### config.mk
export PLATFORM = sky130hd
export DESIGN_NAME = adsr_envelope_stepper
export DESIGN_NICKNAME = d
export VERILOG_FILES = /design/src/hdl/adsr_pkg.sv /design/src/hdl/adsr_ctrl.sv /design/src/hdl/adsr_dp.sv /design/src/hdl/adsr_envelope_stepper.sv
export SDC_FILE = /design/constraint.sdc
export NUM_CORES = 1
export LEC_CHECK = 0
export ABC_AREA = 0
export BUFFER_PORTS_ARGS = -buffer_cell sky130_fd_sc_hd__buf_2
export CORE_MARGIN = 5
export CORE_UTILIZATION = 60
export DETAILED_ROUTE_END_ITERATION = 10
export GPL_TIMING_DRIVEN = 0
export MAX_ROUTING_LAYER = met4
export PLACE_DENSITY = 0.79
export SYNTH_ARGS = -nofsm -noshare
export SYNTH_HDL_FRONTEND = slang
export SYNTH_HIERARCHICAL = 1
export SYNTH_SLANG_ARGS = --single-unit
### constraint.sdc
create_clock -name aclk -period 8 [get_ports aclk]
set_input_delay 0.4 -clock aclk [delete_from_list [all_inputs] [get_ports aclk]]
set_output_delay 0.4 -clock aclk [all_outputs]
set_load 0.05 [all_outputs]
### src/hdl/adsr_pkg.sv
// shared types and constants for the adsr envelope stepper
`default_nettype none

package adsr_pkg;

    localparam int LEVEL_W   = 17;
    localparam int TIME_W    = 24;
    localparam int RATE_W    = 17;
    localparam int PROD_W    = TIME_W + RATE_W;
    localparam int FRAC_W    = 16;
    localparam int TICK_W    = PROD_W - FRAC_W;
    localparam int DIV_STEPS = LEVEL_W;
    localparam int CNT_W     = $clog2(DIV_STEPS);

    localparam logic [LEVEL_W-1:0] FULL_SCALE = 17'd65536;

    typedef enum logic [1:0] {
        OP_TICK     = 2'd0,
        OP_NOTE_ON  = 2'd1,
        OP_NOTE_OFF = 2'd2
    } op_t;

    typedef enum logic [2:0] {
        STAGE_IDLE    = 3'd0,
        STAGE_ATTACK  = 3'd1,
        STAGE_DECAY   = 3'd2,
        STAGE_SUSTAIN = 3'd3,
        STAGE_RELEASE = 3'd4
    } stage_t;

    typedef struct packed {
        logic [1:0]         opcode;
        logic [TIME_W-1:0]  attack_time;
        logic [TIME_W-1:0]  decay_time;
        logic [LEVEL_W-1:0] sustain_level;
        logic [TIME_W-1:0]  release_time;
    } in_item_t;

    typedef struct packed {
        logic [LEVEL_W-1:0] env_level;
        logic [2:0]         env_stage;
    } out_item_t;

    typedef struct packed {
        logic capture;
        logic mul;
        logic div_init;
        logic div_step;
        logic commit;
    } ctrl_cmd_t;

    typedef struct packed {
        logic need_step;
        logic div_last;
        logic out_free;
    } dp_status_t;

endpackage

`default_nettype wire

### src/hdl/adsr_ctrl.sv
// sequencer for one item: capture, multiply, divide when a step is needed, commit
`default_nettype none

module adsr_ctrl (
    input  wire                  aclk,
    input  wire                  aresetn,
    input  wire                  s_valid,
    output logic                 s_ready,
    input  adsr_pkg::dp_status_t status,
    output adsr_pkg::ctrl_cmd_t  cmd
);

    typedef enum logic [2:0] {
        ST_IDLE,
        ST_MUL,
        ST_DINIT,
        ST_DIV,
        ST_COMMIT
    } state_t;

    state_t state_reg;
    state_t state_next;

    assign s_ready = (state_reg == ST_IDLE);

    always_comb begin
        state_next = state_reg;
        cmd        = '0;
        case (state_reg)
            ST_IDLE: begin
                if (s_valid) begin
                    cmd.capture = 1'b1;
                    state_next  = ST_MUL;
                end
            end
            ST_MUL: begin
                cmd.mul    = 1'b1;
                state_next = status.need_step ? ST_DINIT : ST_COMMIT;
            end
            ST_DINIT: begin
                cmd.div_init = 1'b1;
                state_next   = ST_DIV;
            end
            ST_DIV: begin
                cmd.div_step = 1'b1;
                if (status.div_last) begin
                    state_next = ST_COMMIT;
                end
            end
            ST_COMMIT: begin
                // wait for the output register to free up
                if (status.out_free) begin
                    cmd.commit = 1'b1;
                    state_next = ST_IDLE;
                end
            end
            default: begin
                state_next = ST_IDLE;
            end
        endcase
    end

    always_ff @(posedge aclk) begin
        if (!aresetn) begin
            state_reg <= ST_IDLE;
        end else begin
            state_reg <= state_next;
        end
    end

endmodule

`default_nettype wire

### src/hdl/adsr_dp.sv
// datapath: item capture, tick multiply, step divider, envelope update, output register
`default_nettype none

module adsr_dp #(
    parameter int CONTROL_RATE = 735
) (
    input  wire                  aclk,
    input  wire                  aresetn,
    input  adsr_pkg::in_item_t   s_data,
    input  adsr_pkg::ctrl_cmd_t  cmd,
    output adsr_pkg::dp_status_t status,
    output logic                 m_valid,
    input  wire                  m_ready,
    output adsr_pkg::out_item_t  m_data
);

    localparam int LW = adsr_pkg::LEVEL_W;
    localparam logic [adsr_pkg::RATE_W-1:0] RATE = adsr_pkg::RATE_W'(CONTROL_RATE);

    adsr_pkg::in_item_t  item_reg;
    logic [LW-1:0]       sus_reg;
    logic [adsr_pkg::PROD_W-1:0] product_reg;
    logic [LW-1:0]       divisor_reg;
    logic                big_reg;
    logic [LW-1:0]       rem_reg;
    logic [LW-1:0]       quo_reg;
    logic [adsr_pkg::CNT_W-1:0] cnt_reg;
    adsr_pkg::stage_t    stage_reg;
    adsr_pkg::stage_t    stage_next;
    logic [LW-1:0]       level_reg;
    logic [LW-1:0]       level_next;
    logic                out_valid_reg;
    adsr_pkg::out_item_t out_reg;

    logic [adsr_pkg::TIME_W-1:0] time_sel;
    logic [adsr_pkg::TICK_W-1:0] ticks;
    logic                        ticks_big;
    logic [LW:0]                 trial;
    logic                        trial_ge;
    logic [LW:0]                 trial_diff;
    logic [LW-1:0]               step;
    logic [LW:0]                 add_sum;
    logic signed [LW+1:0]        sub_diff;

    // time knob for the current stage
    always_comb begin
        case (stage_reg)
            adsr_pkg::STAGE_DECAY:   time_sel = item_reg.decay_time;
            adsr_pkg::STAGE_RELEASE: time_sel = item_reg.release_time;
            default:                 time_sel = item_reg.attack_time;
        endcase
    end

    assign ticks     = product_reg[adsr_pkg::PROD_W-1:adsr_pkg::FRAC_W];
    assign ticks_big = ticks > adsr_pkg::TICK_W'(adsr_pkg::FULL_SCALE);

    // restoring divider, one quotient bit per cycle
    assign trial      = {rem_reg, quo_reg[LW-1]};
    assign trial_ge   = trial >= {1'b0, divisor_reg};
    assign trial_diff = trial - {1'b0, divisor_reg};

    // more ticks than full scale means a zero quotient, floored to one
    assign step = big_reg ? LW'(1) : quo_reg;

    assign add_sum  = {1'b0, level_reg} + {1'b0, step};
    assign sub_diff = $signed({2'b00, level_reg}) - $signed({2'b00, step});

    always_comb begin
        stage_next = stage_reg;
        level_next = level_reg;
        case (item_reg.opcode)
            adsr_pkg::OP_NOTE_ON:  stage_next = adsr_pkg::STAGE_ATTACK;
            adsr_pkg::OP_NOTE_OFF: stage_next = adsr_pkg::STAGE_RELEASE;
            adsr_pkg::OP_TICK: begin
                case (stage_reg)
                    adsr_pkg::STAGE_ATTACK: begin
                        if (add_sum >= {1'b0, adsr_pkg::FULL_SCALE}) begin
                            level_next = adsr_pkg::FULL_SCALE;
                            stage_next = adsr_pkg::STAGE_DECAY;
                        end else begin
                            level_next = add_sum[LW-1:0];
                        end
                    end
                    adsr_pkg::STAGE_DECAY: begin
                        if (sub_diff <= $signed({2'b00, sus_reg})) begin
                            level_next = sus_reg;
                            stage_next = adsr_pkg::STAGE_SUSTAIN;
                        end else begin
                            level_next = sub_diff[LW-1:0];
                        end
                    end
                    adsr_pkg::STAGE_SUSTAIN: level_next = sus_reg;
                    adsr_pkg::STAGE_RELEASE: begin
                        if (sub_diff <= (LW+2)'(0)) begin
                            level_next = '0;
                            stage_next = adsr_pkg::STAGE_IDLE;
                        end else begin
                            level_next = sub_diff[LW-1:0];
                        end
                    end
                    default: ;
                endcase
            end
            default: ;
        endcase
    end

    assign status.need_step = (item_reg.opcode == adsr_pkg::OP_TICK)
                            && (stage_reg == adsr_pkg::STAGE_ATTACK
                             || stage_reg == adsr_pkg::STAGE_DECAY
                             || stage_reg == adsr_pkg::STAGE_RELEASE);
    assign status.div_last  = (cnt_reg == adsr_pkg::CNT_W'(adsr_pkg::DIV_STEPS - 1));
    assign status.out_free  = !out_valid_reg || m_ready;

    assign m_valid = out_valid_reg;
    assign m_data  = out_reg;

    // payload registers
    always_ff @(posedge aclk) begin
        if (cmd.capture) begin
            item_reg <= s_data;
            sus_reg  <= (s_data.sustain_level > adsr_pkg::FULL_SCALE)
                      ? adsr_pkg::FULL_SCALE : s_data.sustain_level;
        end
        if (cmd.mul) begin
            product_reg <= {{adsr_pkg::RATE_W{1'b0}}, time_sel}
                         * {{adsr_pkg::TIME_W{1'b0}}, RATE};
        end
        if (cmd.div_init) begin
            big_reg     <= ticks_big;
            divisor_reg <= (ticks == '0 || ticks_big) ? LW'(1) : ticks[LW-1:0];
            rem_reg     <= '0;
            quo_reg     <= adsr_pkg::FULL_SCALE;
        end else if (cmd.div_step) begin
            rem_reg <= trial_ge ? trial_diff[LW-1:0] : trial[LW-1:0];
            quo_reg <= {quo_reg[LW-2:0], trial_ge};
        end
        if (cmd.commit) begin
            out_reg.env_level <= level_next;
            out_reg.env_stage <= stage_next;
        end
    end

    // control and envelope state
    always_ff @(posedge aclk) begin
        if (!aresetn) begin
            cnt_reg       <= '0;
            stage_reg     <= adsr_pkg::STAGE_IDLE;
            level_reg     <= '0;
            out_valid_reg <= 1'b0;
        end else begin
            if (cmd.div_init) begin
                cnt_reg <= '0;
            end else if (cmd.div_step) begin
                cnt_reg <= cnt_reg + adsr_pkg::CNT_W'(1);
            end
            if (cmd.commit) begin
                stage_reg     <= stage_next;
                level_reg     <= level_next;
                out_valid_reg <= 1'b1;
            end else if (m_ready) begin
                out_valid_reg <= 1'b0;
            end
        end
    end

endmodule

`default_nettype wire

### src/hdl/adsr_envelope_stepper.sv
// top level of the rate based adsr envelope stepper
//
//   channel | dir | handshake          | payload
//   --------+-----+--------------------+-------------------------------------------
//   s_      | in  | s_valid / s_ready  | opcode, attack/decay/release time, sustain
//   m_      | out | m_valid / m_ready  | env_level, env_stage
//
// a control tick in attack, decay or release passes from accept to result through
// capture, multiply, divider setup, the bit-serial step divider and commit.
// note events, idle and sustain ticks go through capture, multiply and commit only.
// one item at a time; the next item is accepted once the current one is committed,
// even while its result still waits in the output register.
// synchronous active-low reset, no clearing pass.
`default_nettype none

module adsr_envelope_stepper #(
    parameter int CONTROL_RATE = 735
) (
    input  wire                 aclk,
    input  wire                 aresetn,
    input  wire                 s_valid,
    output logic                s_ready,
    input  adsr_pkg::in_item_t  s_data,
    output logic                m_valid,
    input  wire                 m_ready,
    output adsr_pkg::out_item_t m_data
);

    adsr_pkg::ctrl_cmd_t  cmd;
    adsr_pkg::dp_status_t status;

    adsr_ctrl u_ctrl (
        .aclk    (aclk),
        .aresetn (aresetn),
        .s_valid (s_valid),
        .s_ready (s_ready),
        .status  (status),
        .cmd     (cmd)
    );

    adsr_dp #(
        .CONTROL_RATE (CONTROL_RATE)
    ) u_dp (
        .aclk    (aclk),
        .aresetn (aresetn),
        .s_data  (s_data),
        .cmd     (cmd),
        .status  (status),
        .m_valid (m_valid),
        .m_ready (m_ready),
        .m_data  (m_data)
    );

endmodule

`default_nettype wire

## Word level (Yosys, flattened, before mapping)

Index checks and enable logic that the tools add are counted.

- $add $sub $neg: 4
- Reduce and logical (&&, ||, !) cells: 12
- $mul: 1
- Magnitude comparators: 6
- Equal/unequal tests: 14
- Multiplexer cells: 27
- Bitwise operators: 1

Operators by type and width:

| kind | number |
|---|---|
| 17-bit 2-to-1 mux | 6 |
| 17-bit case mux with 4 select lines | 1 |
| 24-bit case mux with 2 select lines | 1 |
| 24-bit by 10-bit multiplier with 34-bit output (second input constant) | 1 |
| 25-bit zero test | 1 |
| 3-bit 2-to-1 mux | 7 |
| 19-bit by 1-bit less-or-equal comparator with 1-bit output (second input constant) | 1 |
| 19-bit by 18-bit less-or-equal comparator with 1-bit output | 1 |
| 17-bit by 17-bit adder with 18-bit output | 1 |
| 18-bit by 17-bit >= comparator with 1-bit output | 1 |
| 18-bit by 17-bit >= comparator with 1-bit output (second input constant) | 1 |
| 18-bit by 17-bit > comparator with 1-bit output (second input constant) | 1 |
| 3-bit case mux with 3 select lines | 2 |
| 17-bit by 17-bit subtractor with 18-bit output | 1 |
| 17-bit > comparator (second input constant) | 1 |
| 17-bit subtractor | 1 |
| 3-bit case mux with 5 select lines | 1 |
| 3-bit by 2-bit equality test with 1-bit output (second input constant) | 4 |
| 1-bit 2-to-1 mux | 9 |
| 3-bit by 1-bit equality test with 1-bit output (second input constant) | 2 |
| 3-bit equality test (second input constant) | 2 |
| 2-bit != test (second input constant) | 3 |
| 5-bit by 1-bit adder with 5-bit output (second input constant) | 1 |
| 5-bit equality test (second input constant) | 1 |
| other kinds (11) | 14 |

- Register bits after elaboration: 226
- Output and inout port bits: 22
- Logic and storage cells: 82

## Depth between registers and ports, before layout

Gate-level depths: netlist of the first run.

- Word-level depth: 6
- Gate-level depth with buffers: 29

## Modules after synthesis

The synthesis of the first run kept the hierarchy.

By module, submodules not included:

| module | instances | area an instance (µm²) | sequential area each (µm²) | cells an instance |
|---|---|---|---|---|
| adsr_dp | 1 | 16,509.6 | 5,615.4 | 1,639 |
| adsr_ctrl | 1 | 215.2 | 60.1 | 26 |

## Worst setup path before layout of the first run

OpenSTA, ideal clock, no wires.

- Path type: register to register
- Start: register u_dp.stage_reg[2]
- End: register u_dp/product_reg[32] (netlist name), data pin
- Arrival time: 6.459 ns
- Path slack: 1.279 ns
- Setup time: 0.262 ns
- Cell stages (with the launch flop): 25
- Cell sequence: dfxtp_1 > inv_1 > nand2_1 > nor2_1 > nor2_1 > clkbuf_1 > clkbuf_1 > and2_1 > a221oi_1 > inv_1 > fa_1 > fa_1 > fa_1 > fa_1 > fa_1 > ha_1 > and3_1 > nand3_1 > a2111oi_0 > o21ai_0 > and3_1 > nor3_1 > a21oi_1 > o21bai_1 > xor2_1

- Cells in the longest elaborated chain, start to end: 3
- Elaborated cells on any way between the ends: 4
- Those cells by class: 1 x mul; 2 x eq/ne; 1 x mux

RTL lines:

| what | RTL line | text |
|---|---|---|
| start: declaration | adsr_dp.sv:28 | `adsr_pkg::stage_t stage_reg;` |
| start signal: assignment | adsr_dp.sv:148 | `stage_reg <= adsr_pkg::STAGE_IDLE;` |
| start signal: assignment | adsr_dp.sv:158 | `stage_reg <= stage_next;` |
| 3-bit equality test or 3-bit by 2-bit equality test with 1-bit output (tied branches) | adsr_dp.sv:47 | `case (stage_reg)` |
| 24-bit case mux with 2 select lines (*) | adsr_dp.sv:47 |  |
| 24-bit by 10-bit multiplier with 34-bit output (*) | adsr_dp.sv:127 | `* {{adsr_pkg::TIME_W{1'b0}}, RATE};` |
| end signal: assignment | adsr_dp.sv:126 | `product_reg <= {{adsr_pkg::RATE_W{1'b0}}, time_sel}` |
| end: declaration | adsr_dp.sv:22 | `logic [adsr_pkg::PROD_W-1:0] product_reg;` |

Mark *: on every way between the ends. The rest lies on a longest branch, timed or not.
A chain may end at the register's enable or synchronous reset.

## Final worst setup path of the first run

Ends and elaborated chain as after synthesis.

==> reports/qor.yml, run 1 <==
logic_synthesis:
  ys_seq_area_share_pct: 33.9
  synth.cell_area_sq_um: 16700
  syn_avg_cell_area_sq_um: 10.0
  synth_ff_type: "edfxtp_1"
  synthCells: 1665
  synthArstFlopShare_pct: 0
  ys_seq_elements: 210
  ys_warn_count: 6
  synthesis.nets: 2042
  ys_types: 88
  synth-edff-count: 147
placement:
  dp_hpwl_microns: 30100
  place_inst: 2161
  portBuffers: 116
  post-place-ws_ns: -0.480
  place.gp.congestion: 0.999
route:
  wl_per_cell_microns: 17.1
  viasPerCell: 5.75
  num_vias: 12700
  firstDrtPassIters: 7
  drt_iter0_drc: 866
  ant_nets: 0
  wl_microns: 37700
  drc: 0
sta:
  slew_headroom_pct: 17.4
  post-route-period-util_pct: 93.2
  setup_ws_ns: 0.542
  worst_pin_slew_ns: 1.23
  hold_ws_ns: 0.0578
  rsz0062_at_grt: "false"
  skew_ns: 0.00811
  hold_viol_final: 0
  period_minus_slack_ns: 7.46
  maxSlewViolCount: 0
  max_freq_ghz: 0.134
  final-setup-viol-count: 0
global_route:
  overflow: 0
  antenna_found_initial: 0
  grt_pass1_vias: 12800
  track_usage_pct: 25.1
  grt_max_degree: 64
  grt_pass1_wl_microns: 62300
die:
  core_sq_um: 27600
  rows: 61
  dieHeight_microns: 177
  die_x_microns: 177
  ios: 117
  die_area_sq_um: 31300
  start_util_pct: 60.5
clock_network:
  clockRootBuffer: "clkbuf_16"
  htreeDepth: 1
  path_clk_slew_ns: 0.06
  cts_tree: "yes"
  cts_buffers: 23
  cts_sinks: 210
  clk_latency_ns: 0.52
  max-clock-path-buffers: 3
  cts_hold_buffers: 0
pwr:
  power.switching_mw: 2.41
  pwr-share-seq_pct: 24.7
  clkPwrFrac_pct: 16.3
  power_switching_share_pct: 40.4
  power_frac_comb_pct: 59.0
  irDropWorstVdd_mv: 0.255
  powerDensity_nw_per_um2: 321
  p_int_mw: 3.56
  p_leak_nw: 8.48
finish:
  antenna_cells: 0
  syn2layout_area_growth_pct: 11.4
  fin_cells: 2206
  nets: 2190
  largest_reg_flops: 74
  post_route_cells_drive_above_1_share_pct: 11.5
  layout_commonest_cell: "inv_1"
  most-common-layout-cells: "inv_1 (225), ha_1 (183), edfxtp_1 (147)"
setup_path:
  crit_path_frequent_cell: "fa_1"
  critical_path_class: "reg -> reg"
  cpMaxStageDelayCell: "a21oi_1"
  startpoint_type: "flop"
  worstSetupEndpointType: "flop"
  cp_max_fo: 10
  crit_path_max_incr_delay_ns: 0.77
  cp.arrival_ns: 7.72
  cp.required_ns: 8.26
worst_hold_path:
  hp-class: "in -> reg"
flow_run:
  cap_violations: 0
status:
  status: "complete, no violations"
==> worst paths after layout <==
| path | startpoint | to | cells past startpoint | slack, ns |
|---|---|---|---|---|
| setup / recovery | u_dp/stage_reg[2]$_SDFFE_PN0P_ | u_dp/product_reg[32]$_DFFE_PP_ | 26 | 0.54 |
| hold / removal | s_data[83] | u_dp/item_reg[83]$_DFFE_PP_ | 1 | 0.06 |
| setup reg to reg | u_dp/stage_reg[2]$_SDFFE_PN0P_ | u_dp/product_reg[32]$_DFFE_PP_ | 26 | 0.54 |
| hold reg to reg | u_dp/rem_reg[10]$_SDFFE_PP0P_ | u_dp/rem_reg[11]$_SDFFE_PP0P_ | 2 | 0.50 |
==> cells in the mapped netlist, drive strengths merged (7+ instances only) <==
| cell | count | area [sq um] |
|---|---|---|
| a2111oi | 8 | 77.6 |
| a211oi | 13 | 103 |
| a21o | 41 | 308 |
| a21oi | 79 | 395 |
| a221o | 11 | 110 |
| a221oi | 17 | 155 |
| a22o | 7 | 61.3 |
| a311oi | 9 | 78.8 |
| a31oi | 18 | 113 |
| and2 | 39 | 246 |
| buf | 7 | 47.6 |
| clkbuf | 41 | 154 |
| dfxtp | 63 | 1260 |
| edfxtp | 147 | 4410 |
| fa | 99 | 1980 |
| ha | 183 | 2290 |
| inv | 225 | 845 |
| mux2i | 24 | 240 |
| nand2 | 71 | 267 |
| nand2b | 30 | 188 |
| nand3 | 18 | 95.1 |
| nand4 | 15 | 100 |
| nor2 | 120 | 450 |
| nor2b | 28 | 175 |
| nor3 | 34 | 175 |
| nor4 | 14 | 93.8 |
| o211ai | 11 | 82.6 |
| o21a | 23 | 173 |
| o21ai | 65 | 325 |
| o21bai | 17 | 128 |
| or2 | 7 | 43.8 |
| or3 | 9 | 56.3 |
| xnor2 | 54 | 473 |
| xor2 | 39 | 342 |
==> critical path, delay by kind of cell, from the launching register on <==
family          cells  cell delay [ns]
compound gates      9             2.28
xor+xnor            2             0.23
fa+ha+maj           6             2.64
buf+inv             4             0.57
flops               1             0.36
simple gates        5             1.11
==> area by class of cell <==
cell class,count,area (sq um)
multi-input combinational,1179,10100
fill,2207,8990
sequential,210,5680
inverter,228,856
timing repair buffer,123,653
clock buffer,28,626
tap,378,473
buffer,48,210
clock inverter,12,70.1
==> per-layer routing <==
| metal | GRT usage [%] | up-vias | share of wire [%] |
|---|---|---|---|
| met5 | - | - | 0 |
| met4 | 8.99 | 0 | 3.9 |
| met3 | 3.27 | 96 | 6.5 |
| met2 | 41.8 | 452 | 48 |
| met1 | 31.6 | 5974 | 42 |
| li1 | - | 6159 | - |
==> power groups by stage <==
stage	clock network (mW)	registers (mW)	logic, mW
final	0.972	1.48	3.53
after detailed placement	0	1.50	3.47
after floorplan	0	1.49	2.78
after global placement	0	1.50	3.35
after CTS	0.997	1.48	3.51
after global routing	1.04	1.49	4.05
==> through the flow <==
stage,TNS (ns),area (sq um),util [%],power [mW]
3_3_place_gp,-1.04,17800,64.3,4.84
6_report,0,18600,67.5,5.98
4_1_cts,0,18500,67.1,5.98
3_5_place_dp,-1.39,17800,64.5,4.97
5_1_grt,0,18600,67.5,6.58
2_1_floorplan,0,16700,-,4.27
==> cell families after synthesis <==
family	Yosys count	share of synthesized area, %
simple gates	412	12.6
compound gates	367	15.2
fa+ha+maj	283	25.6
buf+inv	276	6.32
flops	210	33.9
xor+xnor	93	4.87
mux	24	1.44
==> repair_timing <==
| item | in CTS | in global routing |
|---|---|---|
| endpoints found under the setup margin | 4 | 10 |
| resized for setup | 7 | 19 |
| pin swaps | 0 | 2 |
| cloned | 0 | 0 |
| setup buffers | 0 | 5 |
Power figures use the tool's default switching activity.
==> run 2, diff against run 1 <==
--- a/config.mk
+++ b/config.mk
@@ -5,10 +5,10 @@
 export SDC_FILE = /design/constraint.sdc
 export NUM_CORES = 1
 export LEC_CHECK = 0
-export ABC_AREA = 0
+export ABC_AREA = 1
 export BUFFER_PORTS_ARGS = -buffer_cell sky130_fd_sc_hd__buf_2
-export CORE_MARGIN = 5
 export CORE_UTILIZATION = 60
+export CTS_CLUSTER_DIAMETER = 60
 export DETAILED_ROUTE_END_ITERATION = 10
 export GPL_TIMING_DRIVEN = 0
 export MAX_ROUTING_LAYER = met4
==> reports/qor.yml, run 2 <==
global_route:
  track_usage_pct: 29.0
  gr-usage-met2_pct: 49.8
  use_met3_pct: 2.68
  grt_max_degree: 21
  busiest_layer: "met2"
  overflow: 0
  grt_pass1_wl_microns: 65800
  grt_pass1_vias: 13900
  grt_util_met1_pct: 36.0
  antenna_found_initial: 0
logic_synthesis:
  syn_avg_cell_area_sq_um: 8.64
  synth_ff_type: "edfxtp_1"
  muxShareOfSynthArea_pct: 0
  ys_seq_elements: 210
  synthAdderAreaFrac_pct: 24.6
  synth-simple-area-share_pct: 17.1
  synth.cell_area_sq_um: 17400
  synthArstFlopShare_pct: 0
  ys_warn_count: 6
  yosys.area.top_type: "edfxtp_1"
  ys_seq_area_share_pct: 32.7
  synth-edff-count: 147
  synth_compound_area_share_pct: 11.8
  synthCells: 2009
  synth_top_area_share_pct: 25.4
  synth_xor_area_share_pct: 3.98
  synthesis.nets: 2386
  synth_top_family_by_area: "adder cells"
  synth.most_common_cell: "inv_1"
  synth.top_cells.by_area: "edfxtp_1 (25%), ha_1 (13%), fa_1 (11%), inv_1 (8.3%), nand2_1 (7.4%)"
  synth_commonest_cells: "inv_1 (385), nand2_1 (341), ha_1 (183)"
  ys_types: 60
sta:
  post-route-period-util_pct: 90.6
  final-setup-viol-count: 0
  maxSlewViolCount: 0
  hold_ws_ns: 0.0510
  max_freq_ghz: 0.138
  skew_ns: 0.0389
  slew_headroom_pct: 40.2
  worst_pin_slew_ns: 0.897
  period_minus_slack_ns: 7.24
  rsz0062_at_grt: "false"
  hold_viol_final: 0
die:
  rows: 61
  start_util_pct: 61.7
  die_area_sq_um: 29600
  dieHeight_microns: 172
  core_sq_um: 28200
  ios: 117
  die_x_microns: 172
setup_path:
  reg2regPathDepth: 31
  startpoint_type: "flop"
  timing.rr.end: "u_dp/product_reg[28]$_DFFE_PP_"
  crit_path_max_incr_delay_ns: 0.56
  critical_path_class: "reg -> reg"
  cp.required_ns: 8.30
  cp_max_fo: 10
  worstSetupEndpointType: "flop"
  r2r-start: "u_dp/stage_reg[2]$_SDFFE_PN0P_"
  cp.arrival_ns: 7.55
  cpMaxStageDelayCell: "fa_1"
  r2r_slack_ns: 0.76
status:
  status: "complete, no violations"
flow_run:
  cap_violations: 0
worst_hold_path:
  hp-start: "s_data[15]"
  hold_path_depth: 1
  hp-class: "in -> reg"
  holdPathEnd: "u_dp/item_reg[15]$_DFFE_PP_"
finish:
  post_route_cells_drive_above_1_share_pct: 12.3
  largest_reg_flops: 74
  antenna_cells: 0
  most-common-layout-cells: "inv_1 (385), nand2_1 (341), ha_1 (183)"
  nets: 2540
  fin_util_pct: 68.7
  layout_commonest_cell: "inv_1"
  syn2layout_area_growth_pct: 11.4
clock_network:
  max-clock-path-buffers: 3
  post_cts_buffers: 0
  cts_resized: 0
  clk_latency_ns: 0.55
  htreeDepth: 1
  path_clk_slew_ns: 0.06
  cts_buffers: 25
  cts_hold_buffers: 0
  cts_sinks: 210
  clockRootBuffer: "clkbuf_16"
  cts_tree: "yes"
placement:
  dp_hpwl_microns: 32700
  portBuffers: 116
  place.gp.congestion: 0.965
route:
  firstDrtPassIters: 5
  ant_nets: 0
  wl_per_cell_microns: 15.6
  wl_microns: 39900
  viasPerCell: 5.39
  drt_iter0_drc: 936
  num_vias: 13800
  drc: 0
run 2: cell type report:
cell class | instances | area, sq um
Multi-Input combinational cell | 1362 | 10000
Buffer | 42 | 225
Tap cell | 378 | 473
Sequential cell | 210 | 5680
Clock buffer | 29 | 641
Clock inverter | 17 | 151
Timing Repair Buffer | 127 | 701
Inverter | 395 | 1480
Fill cell | 2315 | 8820
run 2: logic make-up (layout without fill, tap and decap cells):
group | Yosys count | count (layout)
AO/OA/AOI/OAI | 331 | 331
XOR/XNOR | 78 | 78
adder cells (fa/ha/maj) | 282 | 282
buffers and inverters | 437 | 610
flip-flops | 210 | 210
AND/OR/NAND/NOR | 671 | 671
run 2: how the worst max path moves through the flow:
stage                                startpoint                             end  depth (start not counted)
5_1_grt          u_dp/stage_reg[2]$_SDFFE_PN0P_  u_dp/product_reg[29]$_DFFE_PP_                         24
4_1_cts          u_dp/stage_reg[2]$_SDFFE_PN0P_  u_dp/product_reg[29]$_DFFE_PP_                         24
3_5_place_dp     u_dp/stage_reg[2]$_SDFFE_PN0P_  u_dp/product_reg[29]$_DFFE_PP_                         24
3_3_place_gp                            s_valid     u_dp/item_reg[21]$_DFFE_PP_                          3
2_1_floorplan  u_ctrl/state_reg[2]$_SDFFE_PN0P_      u_dp/item_reg[0]$_DFFE_PP_                          3
6_report         u_dp/stage_reg[2]$_SDFFE_PN0P_  u_dp/product_reg[28]$_DFFE_PP_                         31
run 2: worst max-delay path: cells and delay by family, from the launching register on:
kind                       cells  cell delay [ns]
AOI/OAI and AO/OA              7             1.87
and+or+nand+nor                9             1.23
xor gates and xnor gates       1             0.14
adders and majority gates      6             2.42
buffers and inverters          8             0.95
DFF                            1             0.39
run 2: per-layer routing:
metal	vias to the layer above	part of all wire, %
met4	0	3.3
met2	369	48
met5	-	0
li1	6879	-
met1	6454	44
met3	86	4.6
run 2: metrics by stage:
step                worst slack [ns]  TNS (ns)  cell area [sq um]  std cells
global placement               -1.50   -136.07              18400       2503
floorplan                      0.710         0              17400       2009
global route                   0.416         0              19300       2560
CTS                            0.757         0              19300       2560
finish                         0.755         0              19300       2560
detailed placement             0.779         0              18600       2514
Power of run 2 is left out: the tool's default activity adds up to more than one toggle a clock period on the data nets, which glitch-free logic cannot reach.
==> run 3, diff against run 2 <==
--- a/config.mk
+++ b/config.mk
@@ -7,12 +7,13 @@
 export LEC_CHECK = 0
 export ABC_AREA = 1
 export BUFFER_PORTS_ARGS = -buffer_cell sky130_fd_sc_hd__buf_2
-export CORE_UTILIZATION = 60
+export CORE_UTILIZATION = 55
 export CTS_CLUSTER_DIAMETER = 60
 export DETAILED_ROUTE_END_ITERATION = 10
 export GPL_TIMING_DRIVEN = 0
 export MAX_ROUTING_LAYER = met4
-export PLACE_DENSITY = 0.79
+export PLACE_DENSITY = 0.74
+export REMOVE_ABC_BUFFERS = 1
 export SYNTH_ARGS = -nofsm -noshare
 export SYNTH_HDL_FRONTEND = slang
 export SYNTH_HIERARCHICAL = 1
==> reports/qor.yml, run 3 (synthesis results as in run 2) <==
global_route:
  grt_max_degree: 36
  grt_pass1_vias: 13500
  track_usage_pct: 24.9
  overflow: 0
  grt_pass1_wl_microns: 63900
  antenna_found_initial: 0
sta:
  hold_ws_ns: 0.0246
  maxSlewViolCount: 0
  worst_pin_slew_ns: 1.12
  final-setup-viol-count: 0
  slew_headroom_pct: 25.1
  hold_viol_final: 0
  rsz0062_at_grt: "false"
  post-route-period-util_pct: 91.4
  period_minus_slack_ns: 7.31
  tns_ns: 0
  skew_ns: 0.0250
  max_freq_ghz: 0.137
status:
  status: "complete, no violations"
die:
  die_x_microns: 180
  ios: 117
  core_sq_um: 30800
  rows: 64
  start_util_pct: 56.3
  die_area_sq_um: 32300
  dieHeight_microns: 180
route:
  num_vias: 13500
  wl_met2_microns: 18600
  met3_length_microns: 1760
  met1_length_microns: 17300
  wl_per_cell_microns: 15.2
  firstDrtPassIters: 8
  wl_microns: 38800
  viasPerCell: 5.31
  top_layer: "met4"
  drt_iter0_drc: 746
  drc: 0
  ant_nets: 0
setup_path:
  cpMaxStageDelayCell: "dfxtp_1"
  crit_path_frequent_cell: "inv_1"
  critical_path_class: "reg -> reg"
  startpoint_type: "flop"
  cp.arrival_ns: 7.58
  r2r_slack_ns: 0.69
  timing.rr.end: "u_dp/product_reg[31]$_DFFE_PP_"
  cp_max_fo: 25
  crit_path_max_incr_delay_ns: 0.61
  cp.required_ns: 8.27
  worstSetupEndpointType: "flop"
  crit_buf_inv: 7
  crit_family: "adder cells"
  r2r-start: "u_dp/stage_reg[1]$_SDFFE_PN0P_"
  reg2regPathDepth: 27
placement:
  portBuffers: 116
  dp_hpwl_microns: 30800
  place.gp.congestion: 0.930
  placed_cell_area_sq_um: 18400
worst_hold_path:
  hold_path_depth: 1
  hp-start: "s_data[49]"
  hp-class: "in -> reg"
  holdPathEnd: "u_dp/item_reg[49]$_DFFE_PP_"
finish:
  largest_reg_flops: 74
  antenna_cells: 0
  post_route_cells_drive_above_1_share_pct: 12.1
  nets: 2509
  layout_commonest_cell: "inv_1"
  most-common-layout-cells: "inv_1 (385), nand2_1 (341), ha_1 (183)"
  syn2layout_area_growth_pct: 11.2
  fin_util_pct: 62.7
  stdcell_area_sq_um: 19300
clock_network:
  cts_buffers: 25
  cts_sinks: 210
  htreeDepth: 1
  clockRootBuffer: "clkbuf_16"
  post_cts_buffers: 0
  clk_latency_ns: 0.55
  path_clk_slew_ns: 0.06
  max-clock-path-buffers: 3
  cts_tree: "yes"
flow_run:
  cap_violations: 0
## run 3: worst max-delay path by stage
stage,slack (ns),cells past startpoint,from,endpoint
2_1_floorplan,0.71,3,u_ctrl/state_reg[2]$_SDFFE_PN0P_,u_dp/item_reg[0]$_DFFE_PP_
3_3_place_gp,-1.82,3,s_valid,u_dp/item_reg[9]$_DFFE_PP_
3_5_place_dp,0.58,27,u_dp/stage_reg[2]$_SDFFE_PN0P_,u_dp/product_reg[31]$_DFFE_PP_
4_1_cts,0.54,27,u_dp/stage_reg[2]$_SDFFE_PN0P_,u_dp/product_reg[31]$_DFFE_PP_
5_1_grt,0.18,30,u_dp/stage_reg[2]$_SDFFE_PN0P_,u_dp/product_reg[28]$_DFFE_PP_
6_report,0.69,27,u_dp/stage_reg[1]$_SDFFE_PN0P_,u_dp/product_reg[31]$_DFFE_PP_
## run 3: per-stage QoR
| step | instances | setup WS [ns] |
|---|---|---|
| 2_1_floorplan | 1967 | 0.710 |
| 3_3_place_gp | 2479 | -1.82 |
| 3_5_place_dp | 2495 | 0.576 |
| 4_1_cts | 2539 | 0.536 |
| 5_1_grt | 2545 | 0.180 |
| 6_report | 2545 | 0.691 |
## run 3: routing by layer
layer  up-vias  global-route usage (%)
met1      6306                    31.3
met2       313                    42.4
met3        75                    2.67
met5         -                       -
met4         0                    7.21
li1       6810                       -
## run 3: repair_timing
| item | CTS | global route |
|---|---|---|
| endpoints found under the setup margin | 0 | 1 |
| endpoints found under the hold margin | 0 | 5 |
| hold buffers | 0 | 5 |
| resized for setup | 0 | 0 |
## run 3: area by class of cell
cell class              instances  area [sq um]
inverters                     395          1480
repair buffers                137           803
clock buffers                  29           641
well taps                     396           495
clock inverters                15           209
flip-flops and latches        210          5680
multi-input cells            1363         10000
fillers                      2616         11500
Power of run 3 is left out for the same reason.
